--- src/hw/rtl/espr_pkg.sv ---
package espr_pkg;

   localparam int CFG_W = 16;
   localparam int CFG_IDX_W = 3;

   localparam logic [2:0] OP_TICK = 3'd0;
   localparam logic [2:0] OP_START = 3'd1;
   localparam logic [2:0] OP_STOP = 3'd2;
   localparam logic [2:0] OP_SET_LEVEL = 3'd3;
   localparam logic [2:0] OP_WARN_SLOW = 3'd4;
   localparam logic [2:0] OP_WARN_RECOVER = 3'd5;

   localparam logic [1:0] LVL_STOP = 2'd0;
   localparam logic [1:0] LVL_SLOW = 2'd1;
   localparam logic [1:0] LVL_MID = 2'd2;
   localparam logic [1:0] LVL_FAST = 2'd3;

   localparam logic [2:0] REG_RPM_PER_COUNT = 3'd0;
   localparam logic [2:0] REG_PROP_GAIN = 3'd1;
   localparam logic [2:0] REG_INTEG_GAIN_DT = 3'd2;
   localparam logic [2:0] REG_SLOW_RPM = 3'd3;
   localparam logic [2:0] REG_MID_RPM = 3'd4;
   localparam logic [2:0] REG_FAST_RPM = 3'd5;
   localparam logic [2:0] REG_WARN_LIMIT_RPM = 3'd6;
   localparam logic [2:0] REG_RAMP_STEP = 3'd7;

   localparam logic [15:0] RST_RPM_PER_COUNT = 16'd29789;
   localparam logic [15:0] RST_PROP_GAIN = 16'd22938;
   localparam logic [15:0] RST_INTEG_GAIN_DT = 16'd2621;
   localparam logic [15:0] RST_SLOW_RPM = 16'd20480;
   localparam logic [15:0] RST_MID_RPM = 16'd30720;
   localparam logic [15:0] RST_FAST_RPM = 16'd38400;
   localparam logic [15:0] RST_WARN_LIMIT_RPM = 16'd7680;
   localparam logic [15:0] RST_RAMP_STEP = 16'd512;

   localparam logic [14:0] DUTY_FULL = 15'd25600;
   localparam logic signed [16:0] RECOVER_TOL_HI = 17'sd25;
   localparam logic signed [16:0] RECOVER_TOL_LO = -17'sd25;

   // Reciprocal of 100 scaled by 2**30, rounded up; exact for the quotient range used.
   localparam logic [24:0] QUOT_RECIP = 25'd10737419;

   typedef logic signed [25:0] mul_a_type;
   typedef logic signed [24:0] mul_b_type;
   typedef logic signed [50:0] prod_type;
   typedef logic signed [41:0] acc_type;
   typedef logic signed [22:0] speed_type;
   typedef logic signed [23:0] err_type;
   typedef logic signed [24:0] diff_type;

   typedef struct packed {
      mul_a_type a;
      mul_b_type b;
   } mul_req_type;

   typedef enum logic [3:0] {
      ST_IDLE,
      ST_SPEED_MUL,
      ST_SPEED,
      ST_RAMP,
      ST_ERR,
      ST_INTEG_MUL,
      ST_PROP_MUL,
      ST_ACC,
      ST_DUTY,
      ST_PWM_MUL,
      ST_QUOT_MUL,
      ST_PWM,
      ST_RESP
   } state_type;

endpackage

--- src/hw/rtl/espr_req_if.sv ---
interface espr_req_if;
   logic valid;
   logic ready;
   logic [2:0] op;
   logic [15:0] encoder_count;
   logic [1:0] level_req;

   modport source (output valid, output op, output encoder_count, output level_req,
                   input ready);
   modport sink (input valid, input op, input encoder_count, input level_req,
                 output ready);
endinterface

--- src/hw/rtl/espr_rsp_if.sv ---
interface espr_rsp_if;
   logic valid;
   logic ready;
   logic running;
   logic [1:0] level_now;
   logic [15:0] target_speed;
   logic signed [22:0] measured_speed;
   logic [14:0] duty_pct;
   logic [5:0] pwm_compare;
   logic slowdown_on;
   logic recovering;

   modport source (output valid, output running, output level_now, output target_speed,
                   output measured_speed, output duty_pct, output pwm_compare,
                   output slowdown_on, output recovering, input ready);
   modport sink (input valid, input running, input level_now, input target_speed,
                 input measured_speed, input duty_pct, input pwm_compare,
                 input slowdown_on, input recovering, output ready);
endinterface

--- src/hw/rtl/espr_mul.sv ---
module espr_mul (
   input  logic                   clock,
   input  espr_pkg::mul_req_type  mul_req,
   output espr_pkg::prod_type     prod
);

   espr_pkg::prod_type prod_in;
   espr_pkg::prod_type prod_ff;

   assign prod_in = $signed(mul_req.a) * $signed(mul_req.b);

   always_ff @(posedge clock) begin
      prod_ff <= prod_in;
   end

   assign prod = prod_ff;

endmodule

--- src/hw/rtl/encoder_speed_pi_with_ramp.sv ---
// Encoder speed controller with target ramp and velocity-form PI loop.
// The req_chan channel carries one command per transaction: tick (with the
// encoder count), start, stop, set level, warning slowdown or warning recover.
// Every command yields exactly one status transaction on rsp_chan.
// Gains, count scale, level speeds, warning limit and ramp step are written
// through the csr_ port; the user must write them only while the block is
// idle, as the block itself does not enforce it; writes take effect at once.
// All products share one registered multiplier under a small sequencer.
// A tick while running works through speed, ramp, error, two PI products,
// duty and two products for the PWM compare before its status is valid; a
// tick while stopped works through the speed product and speed only;
// every other command shows its status in the cycle after acceptance.
// The block takes one command at a time; req_chan.ready returns in the cycle
// after the status transaction completes.
// While rsp_chan.ready is low the status holds and no command is taken.
// Synchronous reset restores the register defaults, stops the motor and
// clears the count history, speed and PI state.
module encoder_speed_pi_with_ramp #(
   parameter int unsigned PWM_PERIOD = 50
) (
   input  logic                          clock,
   input  logic                          reset,
   espr_req_if.sink                      req_chan,
   espr_rsp_if.source                    rsp_chan,
   input  logic                          csr_we,
   input  logic [espr_pkg::CFG_IDX_W-1:0] csr_index,
   input  logic [espr_pkg::CFG_W-1:0]    csr_wdata
);

   localparam espr_pkg::mul_a_type PERIOD_OP = espr_pkg::mul_a_type'(PWM_PERIOD);

   espr_pkg::state_type state_ff, state_in;

   logic [15:0] rpm_per_count_ff, prop_gain_ff, integ_gain_dt_ff;
   logic [15:0] slow_rpm_ff, mid_rpm_ff, fast_rpm_ff, warn_limit_rpm_ff, ramp_step_ff;

   logic [15:0] last_count_ff, last_count_in;
   logic run_flag_ff, run_flag_in;
   logic [1:0] level_ff, level_in;
   logic [15:0] user_speed_ff, user_speed_in;
   logic [15:0] ramp_target_ff, ramp_target_in;
   espr_pkg::speed_type speed_meas_ff, speed_meas_in;
   logic slow_flag_ff, slow_flag_in;
   logic recover_flag_ff, recover_flag_in;
   espr_pkg::err_type last_error_ff, last_error_in;
   logic [14:0] last_duty_ff, last_duty_in;
   logic [14:0] duty_now_ff, duty_now_in;
   logic [5:0] pwm_ff, pwm_in;

   logic signed [15:0] delta_ff, delta_in;
   espr_pkg::err_type err_ff, err_in;
   espr_pkg::diff_type diff_ff, diff_in;
   espr_pkg::acc_type acc_ff, acc_in;

   espr_pkg::mul_req_type mul_req;
   espr_pkg::prod_type prod;

   logic req_accept;
   logic [15:0] level_speed;
   logic signed [24:0] speed_full;
   logic [15:0] desired;
   logic [16:0] ramp_up;
   logic [16:0] ramp_dn;
   logic signed [16:0] recover_diff;
   logic signed [25:0] duty_inc;
   logic signed [26:0] duty_sum;

   espr_mul u_mul (
      .clock   (clock),
      .mul_req (mul_req),
      .prod    (prod)
   );

   assign req_accept = req_chan.valid && req_chan.ready;
   assign req_chan.ready = (state_ff == espr_pkg::ST_IDLE);

   assign rsp_chan.valid = (state_ff == espr_pkg::ST_RESP);
   assign rsp_chan.running = run_flag_ff;
   assign rsp_chan.level_now = level_ff;
   assign rsp_chan.target_speed = ramp_target_ff;
   assign rsp_chan.measured_speed = speed_meas_ff;
   assign rsp_chan.duty_pct = duty_now_ff;
   assign rsp_chan.pwm_compare = pwm_ff;
   assign rsp_chan.slowdown_on = slow_flag_ff;
   assign rsp_chan.recovering = recover_flag_ff;

   always_ff @(posedge clock) begin
      if (reset) begin
         rpm_per_count_ff <= espr_pkg::RST_RPM_PER_COUNT;
         prop_gain_ff <= espr_pkg::RST_PROP_GAIN;
         integ_gain_dt_ff <= espr_pkg::RST_INTEG_GAIN_DT;
         slow_rpm_ff <= espr_pkg::RST_SLOW_RPM;
         mid_rpm_ff <= espr_pkg::RST_MID_RPM;
         fast_rpm_ff <= espr_pkg::RST_FAST_RPM;
         warn_limit_rpm_ff <= espr_pkg::RST_WARN_LIMIT_RPM;
         ramp_step_ff <= espr_pkg::RST_RAMP_STEP;
      end else if (csr_we) begin
         case (csr_index)
            espr_pkg::REG_RPM_PER_COUNT: rpm_per_count_ff <= csr_wdata;
            espr_pkg::REG_PROP_GAIN: prop_gain_ff <= csr_wdata;
            espr_pkg::REG_INTEG_GAIN_DT: integ_gain_dt_ff <= csr_wdata;
            espr_pkg::REG_SLOW_RPM: slow_rpm_ff <= csr_wdata;
            espr_pkg::REG_MID_RPM: mid_rpm_ff <= csr_wdata;
            espr_pkg::REG_FAST_RPM: fast_rpm_ff <= csr_wdata;
            espr_pkg::REG_WARN_LIMIT_RPM: warn_limit_rpm_ff <= csr_wdata;
            espr_pkg::REG_RAMP_STEP: ramp_step_ff <= csr_wdata;
            default: ;
         endcase
      end
   end

   always_ff @(posedge clock) begin
      if (reset) begin
         state_ff <= espr_pkg::ST_IDLE;
         last_count_ff <= '0;
         run_flag_ff <= 1'b0;
         level_ff <= espr_pkg::LVL_STOP;
         user_speed_ff <= '0;
         ramp_target_ff <= '0;
         speed_meas_ff <= '0;
         slow_flag_ff <= 1'b0;
         recover_flag_ff <= 1'b0;
         last_error_ff <= '0;
         last_duty_ff <= '0;
         duty_now_ff <= '0;
         pwm_ff <= '0;
      end else begin
         state_ff <= state_in;
         last_count_ff <= last_count_in;
         run_flag_ff <= run_flag_in;
         level_ff <= level_in;
         user_speed_ff <= user_speed_in;
         ramp_target_ff <= ramp_target_in;
         speed_meas_ff <= speed_meas_in;
         slow_flag_ff <= slow_flag_in;
         recover_flag_ff <= recover_flag_in;
         last_error_ff <= last_error_in;
         last_duty_ff <= last_duty_in;
         duty_now_ff <= duty_now_in;
         pwm_ff <= pwm_in;
      end
   end

   always_ff @(posedge clock) begin
      delta_ff <= delta_in;
      err_ff <= err_in;
      diff_ff <= diff_in;
      acc_ff <= acc_in;
   end

   always_comb begin
      case (req_chan.level_req)
         espr_pkg::LVL_SLOW: level_speed = slow_rpm_ff;
         espr_pkg::LVL_MID: level_speed = mid_rpm_ff;
         default: level_speed = fast_rpm_ff;
      endcase
   end

   assign speed_full = prod[32:8];
   assign desired = slow_flag_ff ? warn_limit_rpm_ff : user_speed_ff;
   assign ramp_up = {1'b0, ramp_target_ff} + {1'b0, ramp_step_ff};
   assign ramp_dn = {1'b0, ramp_target_ff} - {1'b0, ramp_step_ff};
   assign recover_diff = $signed({1'b0, ramp_target_ff}) - $signed({1'b0, user_speed_ff});
   assign duty_inc = acc_ff[41:16];
   assign duty_sum = $signed({12'b0, last_duty_ff}) + 27'(duty_inc);

   always_comb begin
      state_in = state_ff;
      last_count_in = last_count_ff;
      run_flag_in = run_flag_ff;
      level_in = level_ff;
      user_speed_in = user_speed_ff;
      ramp_target_in = ramp_target_ff;
      speed_meas_in = speed_meas_ff;
      slow_flag_in = slow_flag_ff;
      recover_flag_in = recover_flag_ff;
      last_error_in = last_error_ff;
      last_duty_in = last_duty_ff;
      duty_now_in = duty_now_ff;
      pwm_in = pwm_ff;
      delta_in = delta_ff;
      err_in = err_ff;
      diff_in = diff_ff;
      acc_in = acc_ff;
      mul_req.a = '0;
      mul_req.b = '0;

      case (state_ff)
         espr_pkg::ST_IDLE: begin
            if (req_accept) begin
               state_in = espr_pkg::ST_RESP;
               case (req_chan.op)
                  espr_pkg::OP_TICK: begin
                     delta_in = $signed(req_chan.encoder_count - last_count_ff);
                     last_count_in = req_chan.encoder_count;
                     state_in = espr_pkg::ST_SPEED_MUL;
                  end
                  espr_pkg::OP_START: begin
                     run_flag_in = 1'b1;
                     level_in = espr_pkg::LVL_MID;
                     user_speed_in = mid_rpm_ff;
                     ramp_target_in = mid_rpm_ff;
                     slow_flag_in = 1'b0;
                     recover_flag_in = 1'b0;
                     last_error_in = '0;
                     last_duty_in = '0;
                     duty_now_in = '0;
                     pwm_in = '0;
                  end
                  espr_pkg::OP_STOP, espr_pkg::OP_SET_LEVEL: begin
                     if (req_chan.op == espr_pkg::OP_SET_LEVEL &&
                         req_chan.level_req != espr_pkg::LVL_STOP) begin
                        level_in = req_chan.level_req;
                        user_speed_in = level_speed;
                        if (!slow_flag_ff) begin
                           ramp_target_in = level_speed;
                        end
                     end else begin
                        run_flag_in = 1'b0;
                        level_in = espr_pkg::LVL_STOP;
                        user_speed_in = '0;
                        ramp_target_in = '0;
                        slow_flag_in = 1'b0;
                        recover_flag_in = 1'b0;
                        last_error_in = '0;
                        last_duty_in = '0;
                        duty_now_in = '0;
                        pwm_in = '0;
                     end
                  end
                  espr_pkg::OP_WARN_SLOW: begin
                     if (run_flag_ff) begin
                        slow_flag_in = 1'b1;
                        recover_flag_in = 1'b0;
                     end
                  end
                  espr_pkg::OP_WARN_RECOVER: begin
                     slow_flag_in = 1'b0;
                     recover_flag_in = run_flag_ff;
                  end
                  default: ;
               endcase
            end
         end
         espr_pkg::ST_SPEED_MUL: begin
            mul_req.a = espr_pkg::mul_a_type'(delta_ff);
            mul_req.b = espr_pkg::mul_b_type'(rpm_per_count_ff);
            state_in = espr_pkg::ST_SPEED;
         end
         espr_pkg::ST_SPEED: begin
            if (speed_full[24:22] == 3'b000 || speed_full[24:22] == 3'b111) begin
               speed_meas_in = speed_full[22:0];
            end else if (speed_full[24]) begin
               speed_meas_in = {1'b1, 22'b0};
            end else begin
               speed_meas_in = {1'b0, {22{1'b1}}};
            end
            if (run_flag_ff) begin
               state_in = espr_pkg::ST_RAMP;
            end else begin
               duty_now_in = '0;
               pwm_in = '0;
               state_in = espr_pkg::ST_RESP;
            end
         end
         espr_pkg::ST_RAMP: begin
            if (ramp_target_ff < desired) begin
               ramp_target_in = (ramp_up > {1'b0, desired}) ? desired : ramp_up[15:0];
            end else if (ramp_target_ff > desired) begin
               ramp_target_in = (ramp_dn[16] || ramp_dn[15:0] < desired) ?
                                desired : ramp_dn[15:0];
            end
            state_in = espr_pkg::ST_ERR;
         end
         espr_pkg::ST_ERR: begin
            err_in = espr_pkg::err_type'({1'b0, ramp_target_ff}) -
                     espr_pkg::err_type'(speed_meas_ff);
            if (recover_flag_ff && recover_diff >= espr_pkg::RECOVER_TOL_LO &&
                recover_diff <= espr_pkg::RECOVER_TOL_HI) begin
               recover_flag_in = 1'b0;
            end
            state_in = espr_pkg::ST_INTEG_MUL;
         end
         espr_pkg::ST_INTEG_MUL: begin
            mul_req.a = espr_pkg::mul_a_type'(err_ff);
            mul_req.b = espr_pkg::mul_b_type'(integ_gain_dt_ff);
            diff_in = espr_pkg::diff_type'(err_ff) - espr_pkg::diff_type'(last_error_ff);
            state_in = espr_pkg::ST_PROP_MUL;
         end
         espr_pkg::ST_PROP_MUL: begin
            mul_req.a = espr_pkg::mul_a_type'(diff_ff);
            mul_req.b = espr_pkg::mul_b_type'(prop_gain_ff);
            acc_in = espr_pkg::acc_type'(prod);
            state_in = espr_pkg::ST_ACC;
         end
         espr_pkg::ST_ACC: begin
            acc_in = acc_ff + espr_pkg::acc_type'(prod);
            state_in = espr_pkg::ST_DUTY;
         end
         espr_pkg::ST_DUTY: begin
            if (duty_sum[26]) begin
               duty_now_in = '0;
            end else if (duty_sum[25:0] > 26'(espr_pkg::DUTY_FULL)) begin
               duty_now_in = espr_pkg::DUTY_FULL;
            end else begin
               duty_now_in = duty_sum[14:0];
            end
            last_duty_in = duty_now_in;
            last_error_in = err_ff;
            state_in = espr_pkg::ST_PWM_MUL;
         end
         espr_pkg::ST_PWM_MUL: begin
            mul_req.a = PERIOD_OP;
            mul_req.b = espr_pkg::mul_b_type'(duty_now_ff);
            state_in = espr_pkg::ST_QUOT_MUL;
         end
         espr_pkg::ST_QUOT_MUL: begin
            mul_req.a = espr_pkg::mul_a_type'(prod[30:8]);
            mul_req.b = espr_pkg::QUOT_RECIP;
            state_in = espr_pkg::ST_PWM;
         end
         espr_pkg::ST_PWM: begin
            pwm_in = prod[35:30];
            state_in = espr_pkg::ST_RESP;
         end
         espr_pkg::ST_RESP: begin
            if (rsp_chan.ready) begin
               state_in = espr_pkg::ST_IDLE;
            end
         end
         default: state_in = espr_pkg::ST_IDLE;
      endcase
   end

`ifndef SYNTHESIS
   a_duty_range: assert property (@(posedge clock) disable iff (reset)
      duty_now_ff <= espr_pkg::DUTY_FULL)
      else $error("duty above full scale");

   a_stopped_no_duty: assert property (@(posedge clock) disable iff (reset)
      !run_flag_ff |-> duty_now_ff == '0)
      else $error("nonzero duty while stopped");

   a_one_at_a_time: assert property (@(posedge clock) disable iff (reset)
      !(req_chan.ready && rsp_chan.valid))
      else $error("command taken while a status is pending");

   a_busy_after_accept: assert property (@(posedge clock) disable iff (reset)
      req_chan.valid && req_chan.ready |=> !req_chan.ready)
      else $error("ready right after a transaction");

   a_pwm_zero_duty: assert property (@(posedge clock) disable iff (reset)
      rsp_chan.valid && duty_now_ff == '0 |-> pwm_ff == '0)
      else $error("compare value nonzero at zero duty");
`endif

endmodule

--- src/flat_wrapper.sv ---
// flat-port wrapper written by rule: the top's interface ports become plain ports
module encoder_speed_pi_with_ramp_flat 
#(
   parameter int unsigned PWM_PERIOD = 50
)
  (clock, reset, csr_we, csr_index, csr_wdata, req_chan_valid, req_chan_op, req_chan_encoder_count, req_chan_level_req, req_chan_ready, rsp_chan_valid, rsp_chan_running, rsp_chan_level_now, rsp_chan_target_speed, rsp_chan_measured_speed, rsp_chan_duty_pct, rsp_chan_pwm_compare, rsp_chan_slowdown_on, rsp_chan_recovering, rsp_chan_ready);
  espr_req_if req_chan_i ();
  espr_rsp_if rsp_chan_i ();
  input  logic clock;
  input  logic reset;
  input  logic csr_we;
  input  logic [espr_pkg::CFG_IDX_W-1:0] csr_index;
  input  logic [espr_pkg::CFG_W-1:0] csr_wdata;
  input wire logic [$bits(req_chan_i.valid)-1:0] req_chan_valid;
  input wire logic [$bits(req_chan_i.op)-1:0] req_chan_op;
  input wire logic [$bits(req_chan_i.encoder_count)-1:0] req_chan_encoder_count;
  input wire logic [$bits(req_chan_i.level_req)-1:0] req_chan_level_req;
  output wire logic [$bits(req_chan_i.ready)-1:0] req_chan_ready;
  output wire logic [$bits(rsp_chan_i.valid)-1:0] rsp_chan_valid;
  output wire logic [$bits(rsp_chan_i.running)-1:0] rsp_chan_running;
  output wire logic [$bits(rsp_chan_i.level_now)-1:0] rsp_chan_level_now;
  output wire logic [$bits(rsp_chan_i.target_speed)-1:0] rsp_chan_target_speed;
  output wire logic [$bits(rsp_chan_i.measured_speed)-1:0] rsp_chan_measured_speed;
  output wire logic [$bits(rsp_chan_i.duty_pct)-1:0] rsp_chan_duty_pct;
  output wire logic [$bits(rsp_chan_i.pwm_compare)-1:0] rsp_chan_pwm_compare;
  output wire logic [$bits(rsp_chan_i.slowdown_on)-1:0] rsp_chan_slowdown_on;
  output wire logic [$bits(rsp_chan_i.recovering)-1:0] rsp_chan_recovering;
  input wire logic [$bits(rsp_chan_i.ready)-1:0] rsp_chan_ready;
  assign req_chan_i.valid = req_chan_valid;
  assign req_chan_i.op = req_chan_op;
  assign req_chan_i.encoder_count = req_chan_encoder_count;
  assign req_chan_i.level_req = req_chan_level_req;
  assign req_chan_ready = req_chan_i.ready;
  assign rsp_chan_valid = rsp_chan_i.valid;
  assign rsp_chan_running = rsp_chan_i.running;
  assign rsp_chan_level_now = rsp_chan_i.level_now;
  assign rsp_chan_target_speed = rsp_chan_i.target_speed;
  assign rsp_chan_measured_speed = rsp_chan_i.measured_speed;
  assign rsp_chan_duty_pct = rsp_chan_i.duty_pct;
  assign rsp_chan_pwm_compare = rsp_chan_i.pwm_compare;
  assign rsp_chan_slowdown_on = rsp_chan_i.slowdown_on;
  assign rsp_chan_recovering = rsp_chan_i.recovering;
  assign rsp_chan_i.ready = rsp_chan_ready;
  encoder_speed_pi_with_ramp #(.PWM_PERIOD(PWM_PERIOD)) u_core (.clock(clock), .reset(reset), .req_chan(req_chan_i), .rsp_chan(rsp_chan_i), .csr_we(csr_we), .csr_index(csr_index), .csr_wdata(csr_wdata));
endmodule
--- config.mk ---
export PLATFORM = sky130hd
export DESIGN_NAME = encoder_speed_pi_with_ramp_flat
export DESIGN_NICKNAME = d
export VERILOG_FILES = /design/src/hw/rtl/espr_pkg.sv /design/src/hw/rtl/espr_req_if.sv /design/src/hw/rtl/espr_rsp_if.sv /design/src/hw/rtl/espr_mul.sv /design/src/hw/rtl/encoder_speed_pi_with_ramp.sv /design/src/flat_wrapper.sv
export SDC_FILE = /design/constraint.sdc
export NUM_CORES = 2
export LEC_CHECK = 0
export BUFFER_PORTS_ARGS = -buffer_cell sky130_fd_sc_hd__buf_4
export CORE_MARGIN = 10
export CORE_UTILIZATION = 43
export CTS_CLUSTER_SIZE = 24
export DETAILED_ROUTE_END_ITERATION = 8
export SYNTH_ARGS = -nofsm -noshare
export SYNTH_HDL_FRONTEND = slang
export SYNTH_SLANG_ARGS = --single-unit
export TNS_END_PERCENT = 20
--- constraint.sdc ---
create_clock -name clock -period 9.1 [get_ports clock]
set_clock_uncertainty 0.15 [all_clocks]
set_input_delay 1.365 -clock clock [delete_from_list [all_inputs] [get_ports clock]]
set_output_delay 1.365 -clock clock [all_outputs]
set_load 0.02 [all_outputs]
# --- Yosys cells after proc, flatten, opt, wreduce, memory -nomap -nowiden ---
# Index checks and enable logic that the tools add are counted.
classes:
  add_sub_neg: 8
  reduce_logical: 39
  multipliers: 1
  eq_ne: 39
  magnitude_cmp: 7
  n_mux: 50
op_table:
  columns: ["op", "n"]
  rows:
  - ["$pmux W51 S5", 1]
  - ["$mux W16", 9]
  - ["$pmux W16 S2", 4]
  - ["$pmux W24 S2", 2]
  - ["$pmux W42 S2", 1]
  - ["$mux W15", 5]
  - ["$pmux W15 S2", 2]
  - ["$pmux W4 S13", 1]
  - ["$mux W24", 2]
  - ["$mux W23", 2]
  - ["$pmux W15 S3", 1]
  - ["$add A42 B42 Y42", 1]
  - ["$mul A26 B25 Y42", 1]
  - ["$sub A16 B16 Y17", 2]
  - ["$lt A16 B16 Y1", 2]
  - ["$add A16 B26 Y27", 1]
  - ["$gt A26 B15 Y1 const B", 1]
  - ["$sub A24 B24 Y25", 1]
  - ["$sub A17 B23 Y24", 1]
  - ["$eq A3 B3 Y1 const B", 7]
  - ["$eq A4 B4 Y1 const B", 5]
  - ["$reduce_and A5 Y1", 4]
  - ["$mux W6", 3]
  - ["$pmux W6 S3", 1]
  - ["other kinds (38)", 84]
totals:
  register_bits: 417

# --- Logic depth before layout (Yosys ltp) ---
logic_depth:
  ltp_word: 7
  ltp_mapped: 34

# --- Cells and area by module ---
# Synthesis repeated with hierarchy kept, for this count alone.
hier_totals:
  hier_cells: 5639
  area_unflattened_um2: 49377.4
modules_own_cells:
  columns: ["mod", "area_per_inst_um2", "seq_area_each_um2", "n_inst", "cells_each"]
  rows:
  - ["encoder_speed_pi_with_ramp", 24777.5, 8578.2, 1, 3026]
  - ["espr_mul", 24599.8, 1021.0, 1, 2613]

# --- Least setup slack after synthesis ---
# No wires, ideal clock.
synth_path:
  path_type: "reg-to-reg"
  start: "reg u_core.state_ff[2]"
  end: "reg u_core.u_mul.prod_ff[38] (netlist: u_core.u_mul.prod[38])"
  t_arrival_ps: 9160
  period_less_slack_ps: 9382
  t_required_ps: 8878
  setup_ps: 72
  path_slack_ps: -282
  stages_incl_launch_ff: 29
  cell_sequence: "dfxtp_1 > clkbuf_1 > nor3b_1 > clkbuf_1 > buf_1 > a21oi_1 > nand2_1 > clkbuf_1 > nand2_1 > fa_1 > fa_1 > fa_1 > inv_1 > fa_1 > fa_1 > fa_1 > inv_1 > fa_1 > inv_1 > ha_1 > a21oi_1 > nor2b_1 > o21ai_0 > nand2b_1 > or3b_2 > a211o_1 > a31o_2 > a21oi_1 > xnor2_1"
synth_between:
  elab_chain_cells: 3
  elab_cells_between_ends: 7
  classes_between: "mul (1); eq/ne (5); mux (1)"
synth_lines:
  columns: ["element", "line", "text"]
  rows:
  - ["start: declaration", "encoder_speed_pi_with_ramp.sv:32", "espr_pkg::state_type state_ff, state_in;"]
  - ["start signal: assignment", "encoder_speed_pi_with_ramp.sv:114", "state_ff <= espr_pkg::ST_IDLE;"]
  - ["start signal: assignment", "encoder_speed_pi_with_ramp.sv:128", "state_ff <= state_in;"]
  - ["$eq A4 B4 Y1, or another cell as far along", "encoder_speed_pi_with_ramp.sv:188", "case (state_ff)"]
  - ["$pmux W51 S5 *", "encoder_speed_pi_with_ramp.sv:188", null]
  - ["$mul A26 B25 Y42 *", "espr_mul.sv:10", "assign prod_in = $signed(mul_req.a) * $signed(mul_req.b);"]
  - ["net u_core.u_mul.prod_in[38]", "espr_mul.sv:7", "espr_pkg::prod_type prod_in;"]
  - ["end signal: assignment", "espr_mul.sv:13", "prod_ff <= prod_in;"]
  - ["end: declaration", "espr_mul.sv:8", "espr_pkg::prod_type prod_ff;"]
# The timed path passes the listed nets; every way through them passes the cells marked *.
# A chain may end at the register's enable or synchronous reset.

# --- Worst setup path in the final report ---
layout_path:
  start: "reg u_core.state_ff[1]"
  end: "reg u_core.u_mul.prod_ff[38] (netlist: u_core.u_mul.prod[38])"
# Same word-level chain as after synthesis.

==> out/qor.yml <==
multiInputGateArea_um2: 28800
grt_use_total_pct: 23.6
dpl-instance-area_um2: 44500
r2r_cells: 27
wl_per_cell_um: 21.0
max-cap-violations: 0
root_buffer: "clkbuf_16"
avgSynthCellArea_um2: 8.52
power.switching_uw: 3790
drtPass1Iterations: 7
layout.nets: 5881
synth_edf_count: 107
hold_slack_ps: 291
ys.flop_type: "dfxtp_1"
min_from: "u_core.last_duty_ff[12]"
dieArea_um2: 110000
numPlacedInstances: 6210
async_flop_share_pct: 0
place_congestion: 0.926
power_density_nw_per_um2: 190
leakagePower_uw: 0.0208
dieWidth_um: 332
seqCellArea_um2: 9420
slowest_delay_ps: 640
yosysSeqAreaShare_pct: 22.5
crit_top_cell: "fa_1"
drive_gt1_share_pct: 7.12
drc_errors: 0
critical_path_class: "register to register"
antenna_found_initial: 5
rows: 114
slew_viol_final: 0
grt_overflow_total: 0
clockBufferDepth: 3
ios: 112
synth.distinct_cells: 81
antenna_left: 0
crit_slowest_cell: "fa_1"
die_h_um: 332
final_cell_area_um2: 46300
grt_first_pass_wirelength_um: 206000
h-tree-depth: 2
hpwl_um: 105000
yosysMostFrequentCell: "inv_1"
ys_ff_latch: 417
ctsHoldBuffers: 0
p_int_uw: 4980
worstHoldPathCells: 2
postSynthCellCount: 4926
critical_path_required_ps: 9510
initial_core_util_pct: 43.4
timing.rr.end: "u_core.u_mul.prod[38]"
endpoint_kind: "register"
synth_top_area_cell: "fa_1"
cts_tree: "built"
cts.clk_slew.worst_paths_ps: 60
worstPathMaxFanout: 46
synth_area_um2: 42000
finalCriticalPeriod_ps: 8670
comb_power_share_pct: 47.5
r2r-start: "u_core.state_ff[1]"
drt_iter0_drc: 2551
fill_cells: 9466
critPathArrivalTime_ps: 9080
critPathBufInv: 6
seqPwrFrac_pct: 28.2
setup_viol: 0
slew_headroom_pct: 14.6
clockPowerShare_pct: 24.3
yosys-top-cells-count: "810 x inv_1, 744 x nand2_1, 475 x fa_1"
whs_endpoint: "u_core.last_duty_ff[12]"
critPathLaunchType: "register"
yosysTopAreaCellShare_pct: 22.7
critPathTopFamily: "adder cells"
fin_cells: 6308
io_buffers: 111
fin_ws_ps: 433
synth_warnings: 0
grt_pass1_vias: 34800
ir_drop_uv: 159
fmax_mhz: 115
fin_crit_sh_pct: 95.2
tightest_slew_ps: 1280
numCtsBuffers: 50
synthTopCellsByArea: "fa_1 23%, dfxtp_1 15%, ha_1 11%"
avgViaCountPerCell: 5.49
core_area_um2: 96700
synth_nets: 5821
swShare_pct: 43.2
ff2ff_setup_slack_ps: 430
outcome: "finished clean"
grt_max_degree: 86
dpl_worst_slack_ps: 374
hold_path_class: "register to register"
finalHoldViolations: 0
clock-sinks: 417
wirelength_um: 132000
syn_to_final_growth_pct: 10.3
dr_total_vias: 34600
clk_latency_ps: 650
==> layer usage <==
| layer | global-route usage, % | vias up | share of wire [%] |
|---|---|---|---|
| met5 | 0 | - | 0 |
| met4 | 10.4 | 0 | 4.8 |
| met3 | 4.42 | 244 | 7.3 |
| met2 | 38.5 | 1171 | 46 |
| met1 | 30.3 | 17000 | 42 |
| li1 | - | 16300 | - |
==> power by group through the flow <==
stage | Combinational [µW] | Sequential (µW) | Clock (µW)
finish | 4170 | 2470 | 2130
global route | 4640 | 2480 | 2230
CTS | 4120 | 2460 | 2170
detailed placement | 4090 | 2500 | 0
global placement | 4040 | 2500 | 0
floorplan | 2900 | 2380 | 0
==> cells in the final DEF, fill, tap and decap left out, types with 10 or more instances in the layout <==
cell type and instances:
nand4_1 25, buf_4 204, a22oi_1 86, nor3b_1 10, or2_2 14, nand3_1 93, nor2_1 304, nand2b_1 50
fa_1 474, o21ai_0 136, a31oi_1 16, inv_1 809, a21oi_1 357, o21ai_1 10, nor3_1 63, o21a_1 30
xnor2_1 118, dfxtp_1 310, o21bai_1 29, clkbuf_16 52, nand2_1 741, xor2_1 53, and2_1 31, o211ai_1 12
a211oi_1 58, edfxtp_1 107, o31ai_1 14, a21o_1 60, nor4_1 12, a21boi_0 19, nor2b_1 57, a22o_1 27
or3_1 12, and3_1 24, mux2i_1 20, clkinv_2 10, ha_1 375
==> flip-flops by register name, indices dropped and copies added, names as in the netlist, 23 cells and up <==
register                        cells
u_core.rsp_chan.measured_speed     23
u_core.diff_ff                     25
u_core.acc_ff                      42
u_core.err_ff                      24
u_core.u_mul.prod                  42
u_core.last_error_ff               24
==> worst max-delay path by stage <==
stage                                  start                    end  slack [ps]  depth (start not counted)
after floorplan           u_core.state_ff[2]  u_core.u_mul.prod[38]          80                         28
after global placement    u_core.state_ff[0]  u_core.u_mul.prod[38]         500                         28
after detailed placement  u_core.state_ff[0]  u_core.u_mul.prod[38]         370                         28
after CTS                 u_core.state_ff[0]  u_core.u_mul.prod[38]         340                         28
after global routing      u_core.state_ff[3]  u_core.u_mul.prod[39]         -20                         31
final                     u_core.state_ff[1]  u_core.u_mul.prod[38]         430                         27
==> tightest hold or removal path: stages, from the launching register on <==
cell and delay, ps:
dfxtp_1 310, nand2_1 50, nand2_1 40
==> final cells by class <==
class | count | share of cell area [%]
diodes | 6 | 0.0325
clock buffers | 66 | 3.08
clock inverters | 26 | 0.668
inverters | 811 | 6.58
multi-input cells | 3498 | 62.4
flip-flops and latches | 417 | 20.4
well taps | 1276 | 3.45
repair buffers | 208 | 3.47
==> stage by stage <==
stage	power (µW)	TNS, ps	util, %
finish	8770	0	47.8
global placement	6540	0	46.0
detailed placement	6590	0	46.0
CTS	8750	0	47.8
floorplan	5280	0	-
global route	9350	-18.9	47.8
==> timing repair <==
item	4_1_cts	5_1_grt
setup endpoints to repair	0	4
resized for setup	0	12
buffers inserted	0	0
==> kinds of logic (layout without fill, tap and decap cells) <==
family	Yosys count	after routing	share of synthesized area (%)
xor+xnor	171	171	3.57
flops	417	417	22.5
simple gates	1480	1480	15.5
compound gates	971	971	14.8
mux	26	26	0.638
other cells	0	6	0
fa+ha+maj	850	850	33.9
buf+inv	1011	1111	9.13
(Power assumes the default switching activity.)
